===== config.mk =====
export PLATFORM = sky130hd
export DESIGN_NAME = stick_deadzone_edge_scaler_flat
export DESIGN_NICKNAME = d
export VERILOG_FILES = /design/src/sdes_pkg.sv /design/src/sdes_if.sv /design/src/stick_deadzone_edge_scaler.sv /design/src/sdes_front.sv /design/src/sdes_div_stage.sv /design/src/flat_wrapper.sv
export SDC_FILE = /design/constraint.sdc
export NUM_CORES = 2
export LEC_CHECK = 0
export ABC_AREA = 1
export CAP_MARGIN = 20
export CELL_PAD_IN_SITES_DETAIL_PLACEMENT = 0
export CELL_PAD_IN_SITES_GLOBAL_PLACEMENT = 1
export CORE_ASPECT_RATIO = 1.25
export CORE_MARGIN = 5
export CORE_UTILIZATION = 45
export CTS_CLUSTER_DIAMETER = 50
export DETAILED_ROUTE_END_ITERATION = 6
export DONT_BUFFER_PORTS = 1
export GPL_TIMING_DRIVEN = 0
export PLACE_DENSITY_LB_ADDON = 0.15
export SYNTH_ARGS = -nofsm -noshare
export SYNTH_HDL_FRONTEND = slang
export SYNTH_SLANG_ARGS = --single-unit

===== constraint.sdc =====
create_clock -name clk -period 21.5 [get_ports clk]
set_clock_uncertainty 0.15 [all_clocks]
set_input_delay 1.075 -clock clk [delete_from_list [all_inputs] [get_ports clk]]
set_output_delay 1.075 -clock clk [all_outputs]
set_load 0.005 [all_outputs]

===== src/sdes_pkg.sv =====
// shared types, constants and the divider step for the stick dead-zone scaler
// no dependencies; every other file uses it through scoped names
`default_nettype none

package sdes_pkg;

	localparam int AXIS_W     = 16;
	localparam int LEVEL_W    = 15;
	localparam int QUO_W      = 15;
	localparam int DIV_BITS   = 3;
	localparam int DIV_STAGES = QUO_W / DIV_BITS;
	// front end two stages, divider stages, output register
	localparam int NUM_STG    = DIV_STAGES + 3;

	localparam logic [LEVEL_W-1:0] FULL_SCALE = 15'd32767;

	// configuration register indexes
	localparam logic REG_DEAD_ZONE = 1'b0;
	localparam logic REG_EDGE      = 1'b1;

	typedef struct packed {
		logic [AXIS_W-1:0] rem;
		logic [QUO_W-1:0]  lo;
		logic [QUO_W-1:0]  quo;
	} axis_t;

	typedef struct packed {
		logic                     pass;
		logic signed [AXIS_W-1:0] raw_x;
		logic signed [AXIS_W-1:0] raw_y;
		logic [AXIS_W-1:0]        d;
		axis_t                    ax;
		axis_t                    ay;
	} div_t;

	// restoring division, DIV_BITS quotient bits per call
	function automatic axis_t div_step(axis_t a, logic [AXIS_W-1:0] d);
		axis_t           r;
		logic [AXIS_W:0] part;
		r = a;
		for (int i = 0; i < DIV_BITS; i++) begin
			part = {r.rem, r.lo[QUO_W-1]};
			r.lo = {r.lo[QUO_W-2:0], 1'b0};
			if (part >= {1'b0, d}) begin
				part = part - {1'b0, d};
				r.quo = {r.quo[QUO_W-2:0], 1'b1};
			end else begin
				r.quo = {r.quo[QUO_W-2:0], 1'b0};
			end
			r.rem = part[AXIS_W-1:0];
		end
		return r;
	endfunction

endpackage

`default_nettype wire


===== src/sdes_if.sv =====
// valid/ready channel interfaces for stick samples and scaled results
// payload widths come from sdes_pkg
`default_nettype none

interface sdes_stick_if;
	logic                              valid;
	logic                              ready;
	logic signed [sdes_pkg::AXIS_W-1:0] stick_x;
	logic signed [sdes_pkg::AXIS_W-1:0] stick_y;
	modport source(output valid, output stick_x, output stick_y, input ready);
	modport sink(input valid, input stick_x, input stick_y, output ready);
endinterface

interface sdes_scaled_if;
	logic                              valid;
	logic                              ready;
	logic signed [sdes_pkg::AXIS_W-1:0] scaled_x;
	logic signed [sdes_pkg::AXIS_W-1:0] scaled_y;
	modport source(output valid, output scaled_x, output scaled_y, input ready);
	modport sink(input valid, input scaled_x, input scaled_y, output ready);
endinterface

`default_nettype wire


===== src/stick_deadzone_edge_scaler.sv =====
// top level of the stick dead-zone and edge scaler
// depends on sdes_pkg, sdes_if, sdes_front and sdes_div_stage
//
// Usage:
//   stick  : valid/ready sink, one X/Y sample per word.
//   scaled : valid/ready source, one scaled X/Y word per sample, in order.
//   cfg    : write enable, register index (0 dead zone, 1 edge level) and
//            15-bit data; write only while no word is in flight.
//   The result word passes through eight registers in a row: two front
//   stages, five divider stages of three quotient bits each and the
//   output register.
//   Throughput is one word per cycle while the receiver takes words; the 15-bit
//   quotient split over the divider stages sets the depth.
//   Each stage advances whenever it is empty or the stage after it
//   advances, so bubbles close up and stick.ready stays high while any
//   stage is free, even when the receiver holds the output word.
//   When the receiver stalls with every stage full, stick.ready drops.
//   Reset clears all valid bits and sets dead zone 0 and edge level 32767.
`default_nettype none

module stick_deadzone_edge_scaler (
	input  wire logic                         clk,
	input  wire logic                         arst_n,
	input  wire logic                         cfg_we,
	input  wire logic                         cfg_idx,
	input  wire logic [sdes_pkg::LEVEL_W-1:0] cfg_wdata,
	sdes_stick_if.sink                        stick,
	sdes_scaled_if.source                     scaled
);

	localparam int NS = sdes_pkg::NUM_STG;
	localparam int ND = sdes_pkg::DIV_STAGES;

	logic [sdes_pkg::LEVEL_W-1:0]       dead_zone_q, edge_q;
	logic [NS-1:0]                      vld_q;
	logic [NS-1:0]                      en;
	sdes_pkg::div_t                     div_pipe [ND+1];
	sdes_pkg::div_t                     last;
	logic signed [sdes_pkg::AXIS_W-1:0] out_x, out_y;
	logic signed [sdes_pkg::AXIS_W-1:0] scaled_x_s8, scaled_y_s8;
	logic                               pass_s8, zero_x_s8;

	always_ff @(posedge clk or negedge arst_n) begin
		if (!arst_n) begin
			dead_zone_q <= '0;
			edge_q      <= sdes_pkg::FULL_SCALE;
		end else if (cfg_we) begin
			case (cfg_idx)
				sdes_pkg::REG_DEAD_ZONE: dead_zone_q <= cfg_wdata;
				sdes_pkg::REG_EDGE:      edge_q      <= cfg_wdata;
				default: ;
			endcase
		end
	end

	// a stage moves when it is empty or its successor moves
	always_comb begin
		en[NS-1] = !vld_q[NS-1] || scaled.ready;
		for (int i = NS-2; i >= 0; i--)
			en[i] = !vld_q[i] || en[i+1];
	end

	always_ff @(posedge clk or negedge arst_n) begin
		if (!arst_n) begin
			vld_q <= '0;
		end else begin
			if (en[0])
				vld_q[0] <= stick.valid;
			for (int i = 1; i < NS; i++)
				if (en[i])
					vld_q[i] <= vld_q[i-1];
		end
	end

	assign stick.ready = en[0];

	sdes_front u_front (
		.clk       (clk),
		.en_s1     (en[0]),
		.en_s2     (en[1]),
		.stick_x   (stick.stick_x),
		.stick_y   (stick.stick_y),
		.dead_zone (dead_zone_q),
		.edge_lvl  (edge_q),
		.front_s2  (div_pipe[0])
	);

	for (genvar k = 0; k < ND; k++) begin : g_div
		sdes_div_stage u_div (
			.clk    (clk),
			.en     (en[k+2]),
			.div_in (div_pipe[k]),
			.div_sk (div_pipe[k+1])
		);
	end

	assign last = div_pipe[ND];

	// apply sign after the division, raw sample on passthrough
	always_comb begin
		if (last.pass) begin
			out_x = last.raw_x;
			out_y = last.raw_y;
		end else begin
			out_x = last.raw_x[sdes_pkg::AXIS_W-1] ? -$signed({1'b0, last.ax.quo})
			                                       : $signed({1'b0, last.ax.quo});
			out_y = last.raw_y[sdes_pkg::AXIS_W-1] ? -$signed({1'b0, last.ay.quo})
			                                       : $signed({1'b0, last.ay.quo});
		end
	end

	always_ff @(posedge clk) begin
		if (en[NS-1]) begin
			scaled_x_s8 <= out_x;
			scaled_y_s8 <= out_y;
			pass_s8     <= last.pass;
			zero_x_s8   <= (last.raw_x == '0);
		end
	end

	assign scaled.valid    = vld_q[NS-1];
	assign scaled.scaled_x = scaled_x_s8;
	assign scaled.scaled_y = scaled_y_s8;

	// ready low only when every stage holds a word
	a_ready_full: assert property (@(posedge clk) disable iff (!arst_n)
		!stick.ready |-> &vld_q)
		else $error("input stalled with a free stage");

	// divider remainder stays below the divisor
	a_rem_bound: assert property (@(posedge clk) disable iff (!arst_n)
		(vld_q[NS-2] && !last.pass) |-> (last.ax.rem < last.d && last.ay.rem < last.d))
		else $error("divider remainder out of range");

	// scaled result never reaches the most negative code
	a_no_min: assert property (@(posedge clk) disable iff (!arst_n)
		(scaled.valid && !pass_s8) |->
		(scaled.scaled_x != 16'sh8000 && scaled.scaled_y != 16'sh8000))
		else $error("scaled magnitude above full scale");

	// a zero X axis gives zero
	a_zero_axis: assert property (@(posedge clk) disable iff (!arst_n)
		(scaled.valid && !pass_s8 && zero_x_s8) |-> (scaled.scaled_x == '0))
		else $error("zero X axis gave nonzero result");

endmodule

`default_nettype wire


===== src/sdes_front.sv =====
// first two pipeline stages: axis magnitudes, dead-zone excess, divisor and
// scaled numerators; uses sdes_pkg
`default_nettype none

module sdes_front (
	input  wire logic                              clk,
	input  wire logic                              en_s1,
	input  wire logic                              en_s2,
	input  wire logic signed [sdes_pkg::AXIS_W-1:0] stick_x,
	input  wire logic signed [sdes_pkg::AXIS_W-1:0] stick_y,
	input  wire logic [sdes_pkg::LEVEL_W-1:0]       dead_zone,
	input  wire logic [sdes_pkg::LEVEL_W-1:0]       edge_lvl,
	output sdes_pkg::div_t                          front_s2
);

	logic [sdes_pkg::AXIS_W-1:0]        mag_x, mag_y, dz_ext;
	logic [sdes_pkg::AXIS_W-1:0]        nx, ny;
	logic [sdes_pkg::LEVEL_W-1:0]       span;
	logic                               pass;

	logic                               pass_s1;
	logic signed [sdes_pkg::AXIS_W-1:0] raw_x_s1, raw_y_s1;
	logic [sdes_pkg::AXIS_W-1:0]        nx_s1, ny_s1;
	logic [sdes_pkg::LEVEL_W-1:0]       span_s1;

	logic [sdes_pkg::AXIS_W-1:0]        dmax;
	logic [2*sdes_pkg::QUO_W:0]         num_x, num_y;
	sdes_pkg::div_t                     nxt;

	// stage 1: magnitudes (most negative sample gives 32768) and excess
	always_comb begin
		dz_ext = {1'b0, dead_zone};
		mag_x  = stick_x[sdes_pkg::AXIS_W-1] ? (~stick_x + 16'd1) : stick_x;
		mag_y  = stick_y[sdes_pkg::AXIS_W-1] ? (~stick_y + 16'd1) : stick_y;
		nx     = (mag_x > dz_ext) ? (mag_x - dz_ext) : '0;
		ny     = (mag_y > dz_ext) ? (mag_y - dz_ext) : '0;
		pass   = !(edge_lvl > dead_zone);
		span   = edge_lvl - dead_zone;
	end

	always_ff @(posedge clk) begin
		if (en_s1) begin
			pass_s1  <= pass;
			raw_x_s1 <= stick_x;
			raw_y_s1 <= stick_y;
			nx_s1    <= nx;
			ny_s1    <= ny;
			span_s1  <= span;
		end
	end

	// stage 2: divisor is the largest of span and both excesses,
	// numerators are 32767 * excess, below 2^30
	always_comb begin
		dmax = {1'b0, span_s1};
		if (nx_s1 > dmax)
			dmax = nx_s1;
		if (ny_s1 > dmax)
			dmax = ny_s1;
		num_x = {nx_s1, 15'd0} - {15'd0, nx_s1};
		num_y = {ny_s1, 15'd0} - {15'd0, ny_s1};

		nxt.pass   = pass_s1;
		nxt.raw_x  = raw_x_s1;
		nxt.raw_y  = raw_y_s1;
		nxt.d      = dmax;
		nxt.ax.rem = {1'b0, num_x[2*sdes_pkg::QUO_W-1:sdes_pkg::QUO_W]};
		nxt.ax.lo  = num_x[sdes_pkg::QUO_W-1:0];
		nxt.ax.quo = '0;
		nxt.ay.rem = {1'b0, num_y[2*sdes_pkg::QUO_W-1:sdes_pkg::QUO_W]};
		nxt.ay.lo  = num_y[sdes_pkg::QUO_W-1:0];
		nxt.ay.quo = '0;
	end

	always_ff @(posedge clk) begin
		if (en_s2)
			front_s2 <= nxt;
	end

endmodule

`default_nettype wire


===== src/sdes_div_stage.sv =====
// one divider stage: three quotient bits for both axes against the shared divisor
// uses sdes_pkg::div_step
`default_nettype none

module sdes_div_stage (
	input  wire logic          clk,
	input  wire logic          en,
	input  wire sdes_pkg::div_t div_in,
	output sdes_pkg::div_t     div_sk
);

	sdes_pkg::div_t nxt;

	always_comb begin
		nxt    = div_in;
		nxt.ax = sdes_pkg::div_step(div_in.ax, div_in.d);
		nxt.ay = sdes_pkg::div_step(div_in.ay, div_in.d);
	end

	always_ff @(posedge clk) begin
		if (en)
			div_sk <= nxt;
	end

endmodule

`default_nettype wire

===== src/flat_wrapper.sv =====
// flat-port wrapper written by rule: the top's interface ports become plain ports
module stick_deadzone_edge_scaler_flat 
  (clk, arst_n, cfg_we, cfg_idx, cfg_wdata, stick_valid, stick_stick_x, stick_stick_y, stick_ready, scaled_valid, scaled_scaled_x, scaled_scaled_y, scaled_ready);
  sdes_stick_if stick_i ();
  sdes_scaled_if scaled_i ();
  input  wire logic clk;
  input  wire logic arst_n;
  input  wire logic cfg_we;
  input  wire logic cfg_idx;
  input  wire logic [sdes_pkg::LEVEL_W-1:0] cfg_wdata;
  input wire logic [$bits(stick_i.valid)-1:0] stick_valid;
  input wire logic [$bits(stick_i.stick_x)-1:0] stick_stick_x;
  input wire logic [$bits(stick_i.stick_y)-1:0] stick_stick_y;
  output wire logic [$bits(stick_i.ready)-1:0] stick_ready;
  output wire logic [$bits(scaled_i.valid)-1:0] scaled_valid;
  output wire logic [$bits(scaled_i.scaled_x)-1:0] scaled_scaled_x;
  output wire logic [$bits(scaled_i.scaled_y)-1:0] scaled_scaled_y;
  input wire logic [$bits(scaled_i.ready)-1:0] scaled_ready;
  assign stick_i.valid = stick_valid;
  assign stick_i.stick_x = stick_stick_x;
  assign stick_i.stick_y = stick_stick_y;
  assign stick_ready = stick_i.ready;
  assign scaled_valid = scaled_i.valid;
  assign scaled_scaled_x = scaled_i.scaled_x;
  assign scaled_scaled_y = scaled_i.scaled_y;
  assign scaled_i.ready = scaled_ready;
  stick_deadzone_edge_scaler u_core (.clk(clk), .arst_n(arst_n), .cfg_we(cfg_we), .cfg_idx(cfg_idx), .cfg_wdata(cfg_wdata), .stick(stick_i), .scaled(scaled_i));
endmodule

==> impl_results.md <==
* Synth Area in XOR/XNOR at 6.37%
* Syn Inst Count at 7299
* DR vias/cell at 5.32
* Worst Path Arrival at 8.33 ns
* Antenna Nets Post-Route at 0
* Starting Density at 45.3%
* HP Class: reg2reg
* Period utilization at 37.6%
* IO Count at 87
* Yosys cell types at 62
* Mean Syn Cell Area at 8.06 µm²
* Slack of the worst reg-to-reg path at 13.42 ns
* GRT overflow at 0
* Port bufs at 0
* DRT Pass-1 Iters at 6
* Post-CTS setup buffer count at 0
* Post-Place Worst Slack at 13.49 ns
* Simple-gate share of the synthesized area at 25.1%
* Row cnt at 148
* Die height at 414 µm
* H-tree levels at 3
* CTS tree: done
* Crit-path most repeated cell: nand2_1
* Maximum number of pins on one net before global-route repair at 76
* Area of the multi-input gates at 32100 µm²
* Status: completed
* Crit Path Max Fanout at 10
* PnR worst setup slack at 13.42 ns
* Top FF cell, synth: edfxtp_1
* Synth Warn # at 0
* Post-synth EDFFs at 728
* Slew headroom at 37.8%
* Setup TNS at 0 ns
* Compound-cell area share of the yosys netlist at 10.1%
* DRC at 0
* Yosys reg bits at 766
* Sequential area share after synthesis at 38.8%
* Syn Nets at 7947
* First-pass GRT wire length at 273000 µm
* Sink Count at 766
* Die X at 333 µm
* Share of cells above drive strength 1 at 5.30%
* Pins Over Slew Limit at 0
* Hold path start: u_core.g_div[3].u_div.div_sk[47]$_DFFE_PP_
* Hold depth at 0
* Finish-stage setup viols at 0
* RSZ-0062 raised after global routing: false
* Vias in the first global route at 48300
* Reg area at 22800 µm²
* Worst skew pair latency at 0.73 ns
* Core ar. at 130000 µm²
* Slew @ Worst Pin at 0.923 ns
* Critical path's top delay family: simple AND/OR/NAND/NOR gates
* Cts repair resizes at 0
* Crit end category: flip-flop
* Root buffer cell: clkbuf_16
* R2R depth at 34
* Filler cells at 12800
* Critical path buffer and inverter count at 4
* Setup Crit Path Kind: reg2reg
* Multiplexer area fraction after synthesis at 0%
* WHS Endpoint: u_core.g_div[4].u_div.div_sk[50]$_DFFE_PP_
* Period minus WS final at 8.08 ns
* Post-Route WL at 178000 µm
* Hpwl dp at 144000 µm
* Mapped Area at 58800 µm²
* Final Wtd Congestion at 0.940
* Inserted Clock Buffers at 87
* Reg clk slew, reported paths at 0.07 ns
* Adder-cell share of the synthesized area at 13.0%
* R2r startpoint: u_core.g_div[1].u_div.div_sk[93]$_DFFE_PP_
* MaxCap Viol Count at 0
* Main combinational cell family by area after synthesis: simple AND/OR/NAND/NOR gates
* Fin. Hold Viols at 0
* CTS Buffer Depth at 3
* Worst r2r dst: u_core.g_div[2].u_div.div_sk[90]$_DFFE_PP_
* Placed Cells at 9032
* Routed via count at 48900
* Wire per inst at 19.4 µm
* Fmax achieved at 124 MHz
* Area growth syn-to-layout at 9.16%
* Overall routing resource usage at 25.2%
* Final Non-Filler Cells at 9196
* Worst path max stage delay at 0.63 ns
* Initial drt markers at 2812
* ANT cells at 0
* Final #Nets at 8046
* CP max stage cell: inv_1
* Antenna violations before repair at 1
* Worst setup SP type: flip-flop
* CP required at 21.75 ns
* Die ar. at 138000 µm²
* Share of synthesized registers carrying an async set or reset at 4.96%
==> area by class of cell <==
type	instances	share of cell area [%]
Buffer	111	1.02
Clock buffer	99	3.46
Clock inverter	63	1.16
Inverter	860	5.05
Multi-Input combinational cell	5562	50.0
Sequential cell	766	35.5
Tap cell	1725	3.36
Timing Repair Buffer	10	0.378
==> per-stage QoR <==
step                      utilization [%]  hold WS [ns]  instance area, µm²
after floorplan                         -         0.250               58800
after global placement               46.9         0.252               61000
after detailed placement             47.1         0.255               61200
after CTS                            49.4         0.219               64200
after global routing                 49.4         0.242               64200
final                                49.4         0.242               64200
==> cells by family after synthesis <==
kind of cell               count (synthesis)
AOI/OAI and AO/OA                       1069
xor gates and xnor gates                 428
adders and majority gates                595
buffers and inverters                    971
DFF                                      766
and+or+nand+nor                         3470
==> registers in the layout, indices dropped and copies added (netlist names), 16 cells and up <==
| signal | count |
|---|---|
| u_core.scaled.scaled_y | 16 |
| u_core.u_front.front_s2 | 109 |
| u_core.g_div.u_div.div_sk | 507 |
| u_core.u_front.raw_y_s1 | 16 |
| u_core.u_front.raw_x_s1 | 16 |
| u_core.u_front.nx_s1 | 16 |
| u_core.u_front.ny_s1 | 16 |
| u_core.scaled.scaled_x | 16 |
==> synthesized netlist by cell type (6+ instances only) <==
cell	instances	area (µm²)
nand2_1	2131	8000
inv_1	844	3170
edfxtp_1	728	21900
ha_1	564	7060
nand3_1	517	2590
nor2_1	473	1780
a21oi_1	464	2320
o21ai_0	353	1770
xor2_1	252	2210
xnor2_1	176	1540
nand4_1	90	563
nor3_1	79	395
a21o_1	44	330
a31oi_1	39	244
clkbuf_1	37	139
buf_2	34	170
fa_1	31	621
o21ai_1	31	155
o21bai_1	30	225
or2_2	29	181
a21boi_0	28	210
nand3b_1	28	210
buf_4	25	188
nand2_2	25	156
dfrtp_1	23	576
nand3_2	18	180
nor4_1	18	113
o21a_1	16	120
dfstp_2	15	394
inv_2	15	56.3
buf_6	14	158
nand2_4	14	158
o2111ai_1	11	96.3
and2_1	10	62.6
a21oi_2	9	78.8
nor2_2	8	50.1
o211ai_1	8	60.1
o31ai_1	8	60.1
nand3_4	7	123
nor2_4	7	78.8
a31o_2	6	52.6
==> worst max path at each step <==
stage                                          startpoint                                          to  slack (ns)  cells past startpoint
2_1_floorplan                                scaled_ready                                 stick_ready        5.74                     14
3_3_place_gp                                 scaled_ready                                 stick_ready        0.23                     14
3_5_place_dp   u_core.g_div[1].u_div.div_sk[93]$_DFFE_PP_  u_core.g_div[2].u_div.div_sk[90]$_DFFE_PP_       13.49                     34
4_1_cts        u_core.g_div[1].u_div.div_sk[93]$_DFFE_PP_  u_core.g_div[2].u_div.div_sk[90]$_DFFE_PP_       13.41                     34
5_1_grt        u_core.g_div[1].u_div.div_sk[93]$_DFFE_PP_  u_core.g_div[2].u_div.div_sk[86]$_DFFE_PP_       12.78                     34
6_report       u_core.g_div[1].u_div.div_sk[93]$_DFFE_PP_  u_core.g_div[2].u_div.div_sk[90]$_DFFE_PP_       13.42                     34
==> worst register-to-register path, delay by kind of cell (launching register included) <==
kind / cells / cell delay [ns]
buf+inv: 4 / 1.39
simple gates: 19 / 2.32
fa+ha+maj: 3 / 1.17
compound gates: 8 / 2.13
flops: 1 / 0.60
==> placed cells by master, fill, tap and decap left out, types with 16 or more instances in the layout <==
master	synthesis	routed
buf_2	34	34
buf_4	25	25
nand3_2	18	18
o21ai_0	353	353
nand2_2	25	25
nand4_1	90	90
clkbuf_1	37	49
nor4_1	18	18
o21a_1	16	16
o21ai_1	31	31
a21boi_0	28	28
nor3_1	79	79
inv_2	15	16
inv_1	844	838
a31oi_1	39	39
edfxtp_1	728	728
nor2_1	473	473
xnor2_1	176	176
nand2_1	2131	2130
fa_1	31	31
a21o_1	44	44
a21oi_1	464	464
dfrtp_1	23	23
nand3b_1	28	28
or2_2	29	29
o21bai_1	30	30
clkbuf_16	0	87
nand3_1	517	517
xor2_1	252	252
ha_1	564	564
==> layer usage <==
metal	track usage (%)	vias to the layer above	routed length (µm)
li1	-	24900	-
met1	29.5	22700	71800
met2	46.5	1016	91400
met3	2.25	363	5900
met4	11.7	0	9270
met5	0	-	0
==> repair_timing <==
item,in CTS,in global routing
setup endpoints to repair,0,0
hold buffers,2,0
hold endpoints to repair,38,0
Power is left out: the tool's default activity adds up to more than one toggle a clock period on the data nets, which glitch-free logic cannot reach.
